--- config.mk ---
export PLATFORM = sky130hd
export DESIGN_NAME = bmp24_stream_decoder
export DESIGN_NICKNAME = d
export VERILOG_FILES = /design/src/hdl/bmp_pkg.sv /design/src/hdl/bmp_front.sv /design/src/hdl/bmp_queue.sv /design/src/hdl/bmp_back.sv /design/src/hdl/bmp24_stream_decoder.sv
export SDC_FILE = /design/constraint.sdc
export NUM_CORES = 1
export LEC_CHECK = 0
export ABC_CLOCK_PERIOD_IN_PS = 17450
export BUFFER_PORTS_ARGS = -buffer_cell sky130_fd_sc_hd__buf_2
export CORE_MARGIN = 2
export CORE_UTILIZATION = 65
export CTS_CLUSTER_DIAMETER = 50
export DETAILED_ROUTE_END_ITERATION = 10
export MAX_ROUTING_LAYER = met4
export PLACE_DENSITY = 0.9
export SLEW_MARGIN = 20
export SYNTH_ARGS = -nofsm -noshare
export SYNTH_HDL_FRONTEND = slang
export SYNTH_SLANG_ARGS = --single-unit
--- constraint.sdc ---
create_clock -name clk -period 17.45 [get_ports clk]
set_input_delay 0 -clock clk [delete_from_list [all_inputs] [get_ports clk]]
set_output_delay 0 -clock clk [all_outputs]
set_load 0.05 [all_outputs]
--- src/hdl/bmp_pkg.sv ---
// Shared types and constants for the 24-bit BMP stream decoder.
// No dependencies.
package bmp_pkg;

	localparam int unsigned MAX_WIDTH  = 4096;
	localparam int unsigned MAX_HEIGHT = 4096;
	localparam int unsigned DIM_W      = $clog2((MAX_WIDTH > MAX_HEIGHT ? MAX_WIDTH : MAX_HEIGHT) + 1);
	localparam int unsigned HDR_BYTES  = 54;
	localparam logic [15:0] BM_MAGIC   = 16'h4D42;
	localparam logic [15:0] BPP_24     = 16'd24;
	localparam int unsigned Q_DEPTH    = 4;
	localparam int unsigned Q_AW       = $clog2(Q_DEPTH);

	typedef enum logic [1:0] {
		KIND_PIXEL   = 2'd0,
		KIND_HDR_OK  = 2'd1,
		KIND_HDR_BAD = 2'd2
	} kind_t;

	typedef enum logic [2:0] {
		ERR_NONE     = 3'd0,
		ERR_MAGIC    = 3'd1,
		ERR_DEPTH    = 3'd2,
		ERR_COMPRESS = 3'd3,
		ERR_SIZE     = 3'd4
	} err_t;

	typedef enum logic [2:0] {
		PH_HEADER = 3'b001,
		PH_PIXELS = 3'b010,
		PH_IDLE   = 3'b100
	} phase_t;

	typedef struct packed {
		logic [7:0] file_byte;
		logic       start_file;
	} in_item_t;

	typedef struct packed {
		kind_t        kind;
		logic [31:0]  rgba;
		logic [23:0]  pixel_index;
		logic [12:0]  image_width;
		logic [12:0]  image_height;
		err_t         error_code;
		logic         last_pixel;
	} out_item_t;

	// Event passed from the parser to the formatter
	typedef struct packed {
		kind_t            kind;
		logic [7:0]       red;
		logic [7:0]       green;
		logic [7:0]       blue;
		logic [23:0]      row_base;
		logic [DIM_W-1:0] column;
		logic [12:0]      width;
		logic [12:0]      height;
		err_t             err;
		logic             last;
	} event_t;

	typedef struct packed {
		logic full;
		logic empty;
	} q_status_t;

endpackage

--- src/hdl/bmp_front.sv ---
// Byte parser: header collection and checks, pixel assembly, padding drop.
// Depends on bmp_pkg.
module bmp_front (
	input  logic             clk,
	input  logic             arst_n,
	input  logic             take,
	input  bmp_pkg::in_item_t item,
	output logic             push,
	output bmp_pkg::event_t  ev
);
	import bmp_pkg::*;

	phase_t           phase_q;
	logic [5:0]       hdr_cnt_q;
	logic [15:0]      magic_q;
	logic [31:0]      width_q;
	logic [31:0]      height_q;
	logic [15:0]      bpp_q;
	logic [31:0]      comp_q;
	logic             flip_q;
	logic [DIM_W-1:0] w_q;
	logic [DIM_W-1:0] h_q;
	logic [DIM_W-1:0] col_q;
	logic [DIM_W-1:0] row_q;
	logic [23:0]      row_base_q;
	logic [1:0]       bip_q;
	logic [1:0]       pad_q;
	logic [15:0]      held_q;

	phase_t      ph;
	logic [5:0]  cnt;
	logic [15:0] magic_c;
	logic [31:0] width_c;
	logic [31:0] height_c;
	logic [15:0] bpp_c;
	logic [31:0] comp_c;
	logic [31:0] h_abs;
	logic [5:0]  off;
	logic [7:0]  b;
	err_t        err;
	logic        flip_c;
	logic [DIM_W-1:0]   w_c;
	logic [DIM_W-1:0]   h_c;
	logic [2*DIM_W-1:0] prod;
	logic        row_end;
	logic        img_end;

	assign b   = item.file_byte;
	assign ph  = item.start_file ? PH_HEADER : phase_q;
	assign cnt = item.start_file ? 6'd0 : hdr_cnt_q;

	// Merge the current byte into the header words
	always_comb begin
		magic_c  = item.start_file ? 16'd0 : magic_q;
		width_c  = item.start_file ? 32'd0 : width_q;
		height_c = item.start_file ? 32'd0 : height_q;
		bpp_c    = item.start_file ? 16'd0 : bpp_q;
		comp_c   = item.start_file ? 32'd0 : comp_q;
		off      = 6'd0;
		if (cnt < 6'd2) begin
			magic_c[8*cnt[0] +: 8] = b;
		end else if (cnt >= 6'd18 && cnt < 6'd22) begin
			off = cnt - 6'd18;
			width_c[8*off[1:0] +: 8] = b;
		end else if (cnt >= 6'd22 && cnt < 6'd26) begin
			off = cnt - 6'd22;
			height_c[8*off[1:0] +: 8] = b;
		end else if (cnt >= 6'd28 && cnt < 6'd30) begin
			off = cnt - 6'd28;
			bpp_c[8*off[0] +: 8] = b;
		end else if (cnt >= 6'd30 && cnt < 6'd34) begin
			off = cnt - 6'd30;
			comp_c[8*off[1:0] +: 8] = b;
		end
	end

	assign h_abs  = height_q[31] ? (~height_q + 32'd1) : height_q;
	assign flip_c = !height_q[31] && (height_q != 32'd0);
	assign w_c    = width_q[DIM_W-1:0];
	assign h_c    = h_abs[DIM_W-1:0];
	assign prod   = (h_c - DIM_W'(1)) * w_c;

	always_comb begin
		if (magic_q != BM_MAGIC)
			err = ERR_MAGIC;
		else if (bpp_q != BPP_24)
			err = ERR_DEPTH;
		else if (comp_q != 32'd0)
			err = ERR_COMPRESS;
		else if (width_q > 32'(MAX_WIDTH) || h_abs > 32'(MAX_HEIGHT))
			err = ERR_SIZE;
		else
			err = ERR_NONE;
	end

	assign row_end = ((DIM_W+1)'(col_q) + 1'b1) >= (DIM_W+1)'(w_q);
	assign img_end = ((DIM_W+1)'(row_q) + 1'b1) >= (DIM_W+1)'(h_q);

	always_comb begin
		push        = 1'b0;
		ev          = '0;
		ev.kind     = KIND_PIXEL;
		ev.err      = ERR_NONE;
		ev.red      = b;
		ev.green    = held_q[15:8];
		ev.blue     = held_q[7:0];
		ev.row_base = row_base_q;
		ev.column   = col_q;
		ev.width    = 13'(w_q);
		ev.height   = 13'(h_q);
		ev.last     = img_end && row_end;
		case (ph)
			PH_HEADER: begin
				if (take && cnt == 6'(HDR_BYTES - 1)) begin
					push   = 1'b1;
					ev.err = err;
					if (err != ERR_NONE) begin
						ev.kind   = KIND_HDR_BAD;
						ev.width  = 13'd0;
						ev.height = 13'd0;
					end else begin
						ev.kind   = KIND_HDR_OK;
						ev.width  = 13'(width_q);
						ev.height = 13'(h_abs);
					end
					ev.last = 1'b0;
				end
			end
			PH_PIXELS: begin
				push = take && pad_q == 2'd0 && bip_q == 2'd2;
			end
			default: begin
				push = 1'b0;
			end
		endcase
	end

	always_ff @(posedge clk or negedge arst_n) begin
		if (!arst_n) begin
			phase_q    <= PH_HEADER;
			hdr_cnt_q  <= '0;
			magic_q    <= '0;
			width_q    <= '0;
			height_q   <= '0;
			bpp_q      <= '0;
			comp_q     <= '0;
			flip_q     <= 1'b0;
			w_q        <= '0;
			h_q        <= '0;
			col_q      <= '0;
			row_q      <= '0;
			row_base_q <= '0;
			bip_q      <= '0;
			pad_q      <= '0;
			held_q     <= '0;
		end else if (take) begin
			case (ph)
				PH_HEADER: begin
					hdr_cnt_q <= cnt + 6'd1;
					magic_q   <= magic_c;
					width_q   <= width_c;
					height_q  <= height_c;
					bpp_q     <= bpp_c;
					comp_q    <= comp_c;
					phase_q   <= PH_HEADER;
					if (cnt == 6'(HDR_BYTES - 1)) begin
						if (err != ERR_NONE) begin
							phase_q <= PH_IDLE;
						end else begin
							flip_q     <= flip_c;
							w_q        <= w_c;
							h_q        <= h_c;
							col_q      <= '0;
							row_q      <= '0;
							bip_q      <= '0;
							pad_q      <= '0;
							held_q     <= '0;
							row_base_q <= flip_c ? 24'(prod) : 24'd0;
							phase_q    <= (w_c == '0 || h_c == '0) ? PH_IDLE : PH_PIXELS;
						end
					end
				end
				PH_PIXELS: begin
					phase_q <= PH_PIXELS;
					if (pad_q != 2'd0) begin
						pad_q <= pad_q - 2'd1;
					end else if (bip_q == 2'd0) begin
						held_q[7:0] <= b;
						bip_q       <= 2'd1;
					end else if (bip_q == 2'd1) begin
						held_q[15:8] <= b;
						bip_q        <= 2'd2;
					end else begin
						bip_q <= 2'd0;
						if (row_end) begin
							col_q <= '0;
							row_q <= row_q + DIM_W'(1);
							if (img_end) begin
								phase_q <= PH_IDLE;
							end else begin
								pad_q      <= 2'(2'd0 - 2'(w_q[1:0] * 2'd3));
								row_base_q <= flip_q ? row_base_q - 24'(w_q)
										: row_base_q + 24'(w_q);
							end
						end else begin
							col_q <= col_q + DIM_W'(1);
						end
					end
				end
				default: begin
					phase_q <= PH_IDLE;
				end
			endcase
		end
	end

endmodule

--- src/hdl/bmp_queue.sv ---
// Short event queue between parser and formatter.
// Depends on bmp_pkg.
module bmp_queue (
	input  logic               clk,
	input  logic               arst_n,
	input  logic               push,
	input  bmp_pkg::event_t    push_ev,
	input  logic               pop,
	output bmp_pkg::event_t    head,
	output bmp_pkg::q_status_t stat
);
	import bmp_pkg::*;

	event_t          mem_q [Q_DEPTH];
	logic [Q_AW-1:0] wr_q;
	logic [Q_AW-1:0] rd_q;
	logic [Q_AW:0]   cnt_q;

	assign head       = mem_q[rd_q];
	assign stat.full  = cnt_q == (Q_AW+1)'(Q_DEPTH);
	assign stat.empty = cnt_q == '0;

	always_ff @(posedge clk) begin
		if (push)
			mem_q[wr_q] <= push_ev;
	end

	always_ff @(posedge clk or negedge arst_n) begin
		if (!arst_n) begin
			wr_q  <= '0;
			rd_q  <= '0;
			cnt_q <= '0;
		end else begin
			if (push)
				wr_q <= wr_q + Q_AW'(1);
			if (pop)
				rd_q <= rd_q + Q_AW'(1);
			cnt_q <= cnt_q + (Q_AW+1)'(push) - (Q_AW+1)'(pop);
		end
	end

	always_ff @(posedge clk) begin
		if (arst_n) begin
			assert (!(push && stat.full && !pop)) else $error("queue overflow");
			assert (!(pop && stat.empty)) else $error("queue underflow");
		end
	end

	a_cnt_bound: assert property (@(posedge clk) disable iff (!arst_n)
		cnt_q <= (Q_AW+1)'(Q_DEPTH)) else $error("queue count out of range");
	a_cnt_step: assert property (@(posedge clk) disable iff (!arst_n)
		(push && !pop) |=> cnt_q == $past(cnt_q) + (Q_AW+1)'(1))
		else $error("queue count did not advance");
	a_empty_pop: assert property (@(posedge clk) disable iff (!arst_n)
		stat.empty |-> !pop) else $error("pop from empty queue");

endmodule

--- src/hdl/bmp_back.sv ---
// Formatter: turns queued events into result items in an output register.
// Depends on bmp_pkg.
module bmp_back (
	input  logic               clk,
	input  logic               arst_n,
	input  bmp_pkg::event_t    head,
	input  bmp_pkg::q_status_t stat,
	output logic               pop,
	output logic               valid,
	input  logic               ready,
	output bmp_pkg::out_item_t data
);
	import bmp_pkg::*;

	logic      valid_q;
	out_item_t data_q;
	out_item_t nxt;

	assign pop   = !stat.empty && (!valid_q || ready);
	assign valid = valid_q;
	assign data  = data_q;

	always_comb begin
		nxt              = '0;
		nxt.kind         = head.kind;
		nxt.image_width  = head.width;
		nxt.image_height = head.height;
		nxt.error_code   = head.err;
		nxt.last_pixel   = head.last;
		if (head.kind == KIND_PIXEL) begin
			nxt.rgba        = {8'hFF, head.blue, head.green, head.red};
			nxt.pixel_index = head.row_base + 24'(head.column);
		end
	end

	always_ff @(posedge clk or negedge arst_n) begin
		if (!arst_n) begin
			valid_q <= 1'b0;
		end else if (!valid_q || ready) begin
			valid_q <= !stat.empty;
		end
	end

	always_ff @(posedge clk) begin
		if (pop)
			data_q <= nxt;
	end

	a_hold: assert property (@(posedge clk) disable iff (!arst_n)
		(valid_q && !ready) |=> valid_q && data_q == $past(data_q))
		else $error("result changed while stalled");
	a_pixel_err: assert property (@(posedge clk) disable iff (!arst_n)
		(valid_q && data_q.kind == KIND_PIXEL) |-> data_q.error_code == ERR_NONE)
		else $error("pixel carries error code");
	a_alpha: assert property (@(posedge clk) disable iff (!arst_n)
		(valid_q && data_q.kind == KIND_PIXEL) |-> data_q.rgba[31:24] == 8'hFF)
		else $error("pixel alpha not opaque");

endmodule

--- src/hdl/bmp24_stream_decoder.sv ---
// 24-bit BMP stream decoder top level: one byte per cycle in, results out.
// A result passes through the event queue and then the output register.
// Throughput: one byte per cycle while the event queue is not full.
// A 4-entry event queue and an output register decouple input and output stalls.
// Reset (arst_n low) clears the parser to header phase and empties the queue.
module bmp24_stream_decoder (
	input  logic               clk,
	input  logic               arst_n,
	input  logic               in_valid,
	output logic               in_ready,
	input  bmp_pkg::in_item_t  in_data,
	output logic               out_valid,
	input  logic               out_ready,
	output bmp_pkg::out_item_t out_data
);
	import bmp_pkg::*;

	logic      take;
	logic      push;
	logic      pop;
	event_t    ev;
	event_t    head;
	q_status_t stat;

	assign in_ready = !stat.full;
	assign take     = in_valid && in_ready;

	bmp_front u_front (
		.clk    (clk),
		.arst_n (arst_n),
		.take   (take),
		.item   (in_data),
		.push   (push),
		.ev     (ev)
	);

	bmp_queue u_queue (
		.clk     (clk),
		.arst_n  (arst_n),
		.push    (push),
		.push_ev (ev),
		.pop     (pop),
		.head    (head),
		.stat    (stat)
	);

	bmp_back u_back (
		.clk    (clk),
		.arst_n (arst_n),
		.head   (head),
		.stat   (stat),
		.pop    (pop),
		.valid  (out_valid),
		.ready  (out_ready),
		.data   (out_data)
	);

	a_push_on_take: assert property (@(posedge clk) disable iff (!arst_n)
		push |-> take) else $error("event without accepted item");
	a_full_stall: assert property (@(posedge clk) disable iff (!arst_n)
		stat.full |-> !in_ready) else $error("ready while queue full");
	a_out_kind: assert property (@(posedge clk) disable iff (!arst_n)
		out_valid |-> (out_data.kind == KIND_PIXEL || out_data.kind == KIND_HDR_OK
			|| out_data.kind == KIND_HDR_BAD)) else $error("bad result kind");

endmodule
==> reports/qor.yml <==
fill_cells: 3512
via_count: 25199
crit_path_slowest_cell: "sky130_fd_sc_hd__nor3_1"
holdCritPathClass: "in -> reg"
yosysUniqueCellTypes: 87
synth.top_cell.area_share_pct: 36.7
maxSlewViolCount: 0
clock_tree_from_tritoncts: "yes"
irDropWorstVdd_uv: 80.7
finish.cell_count_without_fillers: 3807
wl_um: 98300
die_area_um2: 58900
cts_num_sinks: 695
worst_setup_path_startpoint: "u_front.height_q[0]$_DFFE_PN0P_"
max-clock-path-buffers: 3
drtAntennaViolNets: 0
clockPowerShare_pct: 46.0
drt-wirelength-per-cell_um: 25.8
power.net_switching_mw: 0.767
die_y_um: 243
portBuffers: 102
cp_max_fo: 16
yosys_register_bits: 695
pre_cts_slack_ns: 8.80
dp_hpwl_um: 62500
postCtsSetupBuffers: 0
ys_top_cells_by_area: "sky130_fd_sc_hd__edfxtp_1, sky130_fd_sc_hd__dfrtp_1, sky130_fd_sc_hd__fa_1"
worst_path_most_repeated_cell: "sky130_fd_sc_hd__fa_1"
async_reset_ff_share_pct: 34.8
number_of_nets_in_the_synthesized_netlist: 3220
internal_power_mw: 2.65
clockRootBuffer: "sky130_fd_sc_hd__clkbuf_16"
finalWorstSetupSlack_ns: 8.64
combPwrFrac_pct: 2.3
cp.required_ns: 17.93
compound_gate_portion_of_the_synthesized_area_pct: 9.58
core_region_area_um2: 56400
maxCapViolations: 0
critPathArrivalTime_ns: 9.29
synth_top_family_by_area: "adder cells"
criticalPathCategory: "reg -> reg"
dr.pass1.iters: 6
area.growth.synth_to_final_pct: 10.1
crit_path_end_kind: "flip-flop"
initial_antenna_violation_count: 3
post_synth_fa_ha_maj_area_fraction_pct: 12.7
max_stage_delay_ns: 0.75
synth-warning-count: 0
rr_startpoint: "u_front.height_q[0]$_DFFE_PN0P_"
switching_share_pct: 22.4
min_from: "out_ready"
dp.cells: 3654
synth_simple_gate_area_share_pct: 10.2
grt_use_total_pct: 35.0
worst_slew_pin_slew_ns: 1.14
synth.area.mux_share_pct: 6.94
netlist_top_cells_count: "sky130_fd_sc_hd__edfxtp_1, sky130_fd_sc_hd__inv_1, sky130_fd_sc_hd__nand2_1"
clock-skew-final_ns: 0.0538
fmaxAchievable_mhz: 113
drc: 0
clkSlewWorstSetupHoldPaths_ns: 0.06
hold-worst-slack_ns: 0.133
power_leakage_nw: 17.6
routed_via_density: 6.62
power_per_cell_area_nw_per_um2: 83.8
status: "finished, final reports clean"
crit_path_time_final_ns: 8.81
cts-resized-gates: 0
numCtsBuffers: 74
floorplan.initialDensity_pct: 65.7
synth_xor_area_share_pct: 3.03
design.portCount: 103
first_pass_grt_wire_length_um: 153000
setup-violations-final: 0
globalRouteOverflowTotal: 0
dieWidth_um: 243
timing.setup.tns_ns: 0
grt_max_degree: 165
rsz0062_at_grt: "no"
drive_above_1_share_pct: 13.7
top_cell_type_by_total_area_after_synthesis: "sky130_fd_sc_hd__edfxtp_1"
htree_levels: 3
syn-cell-area_um2: 37100
yosysSeqAreaShare_pct: 53.1
worst_rel_slew_slack_pct: 23.7
power.sequential.fraction_pct: 51.7
drtIter0Drc: 2933
post-synth-top-count-cell: "sky130_fd_sc_hd__edfxtp_1"
final.period_utilization_pct: 50.5
synth_cells: 2927
power_mw: 3.42
final_hold_viol_count: 0
gpl.final_weighted_congestion: 1.02
number_of_nets_in_the_layout: 3281
ys_dominant_reg_cell: "sky130_fd_sc_hd__edfxtp_1"
placement_rows: 87
number_of_enable_flip_flop_cells_after_synthesis: 453
critical_path_launch_point_type: "flip-flop"
insertion_delay_ns: 0.65
grt_pass1_vias: 26337
syn_area_cell_um2: 12.7
==> per-stage QoR <==
step / utilization (%) / cell area (um^2)
final: 72.4 / 40800
after global routing: 72.4 / 40800
after CTS: 72.3 / 40800
after detailed placement: 67.7 / 38200
after global placement: 67.7 / 38200
after floorplan: - / 37100
==> what timing repair did <==
| action | in CTS | in global routing |
|---|---|---|
| hold buffers | 14 | 0 |
| endpoints found under the setup margin | 0 | 0 |
| endpoints found under the hold margin | 219 | 0 |
==> cell type report <==
class	count	area (um^2)	area share, %
inverter	270	1010	2.48
clock inverter	41	438	1.07
timing repair buffer	148	923	2.26
antenna	2	5.00	0.0123
clock buffer	96	2020	4.96
sequential	695	19700	48.2
multi-input combinational	1799	15800	38.7
tap	756	946	2.32
==> power groups by stage <==
| stage | clock, mW | sequential (mW) | combinational [mW] |
|---|---|---|---|
| 2_1_floorplan | 0 | 1.80 | 0.0463 |
| 6_report | 1.57 | 1.77 | 0.0796 |
| 3_5_place_dp | 0 | 1.80 | 0.0735 |
| 4_1_cts | 1.58 | 1.77 | 0.0773 |
| 5_1_grt | 1.64 | 1.77 | 0.0858 |
| 3_3_place_gp | 0 | 1.80 | 0.0699 |
==> worst max-delay path, delay by kind of cell, from the launching register on <==
family / cells / cell delay [ns]
and+or+nand+nor: 7 / 2.21
DFF: 1 / 0.67
xor gates and xnor gates: 2 / 0.52
adders and majority gates: 7 / 3.10
AOI/OAI and AO/OA: 7 / 1.48
buffers and inverters: 5 / 0.68
==> path summary, 6_finish.rpt <==
| check | end | slack, ns | depth (start not counted) |
|---|---|---|---|
| min | u_back.valid$_DFFE_PN0N_ | 0.13 | 3 |
| max in group asynchronous | u_queue.rd_q[1]$_DFFE_PN0P_ | 15.64 | 4 |
| max | u_front.row_base_q[22]$_DFFE_PN0P_ | 8.64 | 28 |
| min in group asynchronous | u_front.row_base_q[15]$_DFFE_PN0P_ | 0.46 | 3 |
| min reg2reg | u_front.magic_q[14]$_DFFE_PN0P_ | 0.50 | 1 |
| max reg2reg | u_front.row_base_q[22]$_DFFE_PN0P_ | 8.64 | 28 |
==> cell usage in the layout, fill, tap and decap left out, types with 11 or more instances in the layout <==
cell type	instances
sky130_fd_sc_hd__edfxtp_1	453
sky130_fd_sc_hd__inv_1	269
sky130_fd_sc_hd__nand2_1	263
sky130_fd_sc_hd__dfrtp_1	239
sky130_fd_sc_hd__fa_1	158
sky130_fd_sc_hd__ha_1	122
sky130_fd_sc_hd__nor2_1	117
sky130_fd_sc_hd__a22o_1	102
sky130_fd_sc_hd__buf_2	101
sky130_fd_sc_hd__mux4_2	93
sky130_fd_sc_hd__and2_1	89
sky130_fd_sc_hd__o21ai_0	85
sky130_fd_sc_hd__xnor2_1	84
sky130_fd_sc_hd__clkbuf_16	74
sky130_fd_sc_hd__a21oi_1	59
sky130_fd_sc_hd__nand3_1	48
sky130_fd_sc_hd__nor2b_1	46
sky130_fd_sc_hd__nor3_1	44
sky130_fd_sc_hd__xor2_1	42
sky130_fd_sc_hd__a21o_1	32
sky130_fd_sc_hd__buf_4	31
sky130_fd_sc_hd__nor4_1	29
sky130_fd_sc_hd__mux2_2	28
sky130_fd_sc_hd__a32o_1	26
sky130_fd_sc_hd__o21ai_1	25
sky130_fd_sc_hd__and3_1	23
sky130_fd_sc_hd__o31ai_1	23
sky130_fd_sc_hd__a31oi_1	18
sky130_fd_sc_hd__or3_1	18
sky130_fd_sc_hd__o22ai_1	18
sky130_fd_sc_hd__mux2i_1	15
sky130_fd_sc_hd__nand2b_1	14
sky130_fd_sc_hd__nand4_1	14
sky130_fd_sc_hd__a22oi_1	13
sky130_fd_sc_hd__clkbuf_1	13
sky130_fd_sc_hd__dlygate4sd3_1	13
sky130_fd_sc_hd__o2111ai_1	11
sky130_fd_sc_hd__clkinv_2	11
==> routing by layer <==
metal	routed length (um)	global-route usage, %	up-vias	part of all wire [%]
met2	48100	55.9	1492	49
met1	37000	44.4	12773	38
met5	0	-	-	0
met3	8960	6.63	295	9.1
li1	-	-	10639	-
met4	4260	15.2	0	4.3
==> cell families (layout without fill, tap and decap cells) <==
logic type	count (synthesis)	after routing
adder cells (fa/ha/maj)	280	280
buffers and inverters	433	555
XOR/XNOR	128	128
flip-flops	695	695
AND/OR/NAND/NOR	757	757
multiplexers	137	137
AO/OA/AOI/OAI	497	497
other	0	2
==> state kept, by name, summed over array words and instances (netlist names), 6 cells and up <==
| signal | flops |
|---|---|
| u_front.hdr_cnt_q | 6 |
| u_front.width_q | 32 |
| u_queue.mem_q | 372 |
| u_front.row_base_q | 24 |
| u_front.w_q | 13 |
| u_front.comp_q | 32 |
| u_front.row_q | 13 |
| u_front.held_q | 16 |
| u_front.h_q | 13 |
| u_front.height_q | 32 |
| u_front.col_q | 13 |
| u_front.magic_q | 16 |
| u_front.bpp_q | 16 |
| u_back.data | 81 |
(Power assumes the default switching activity.)
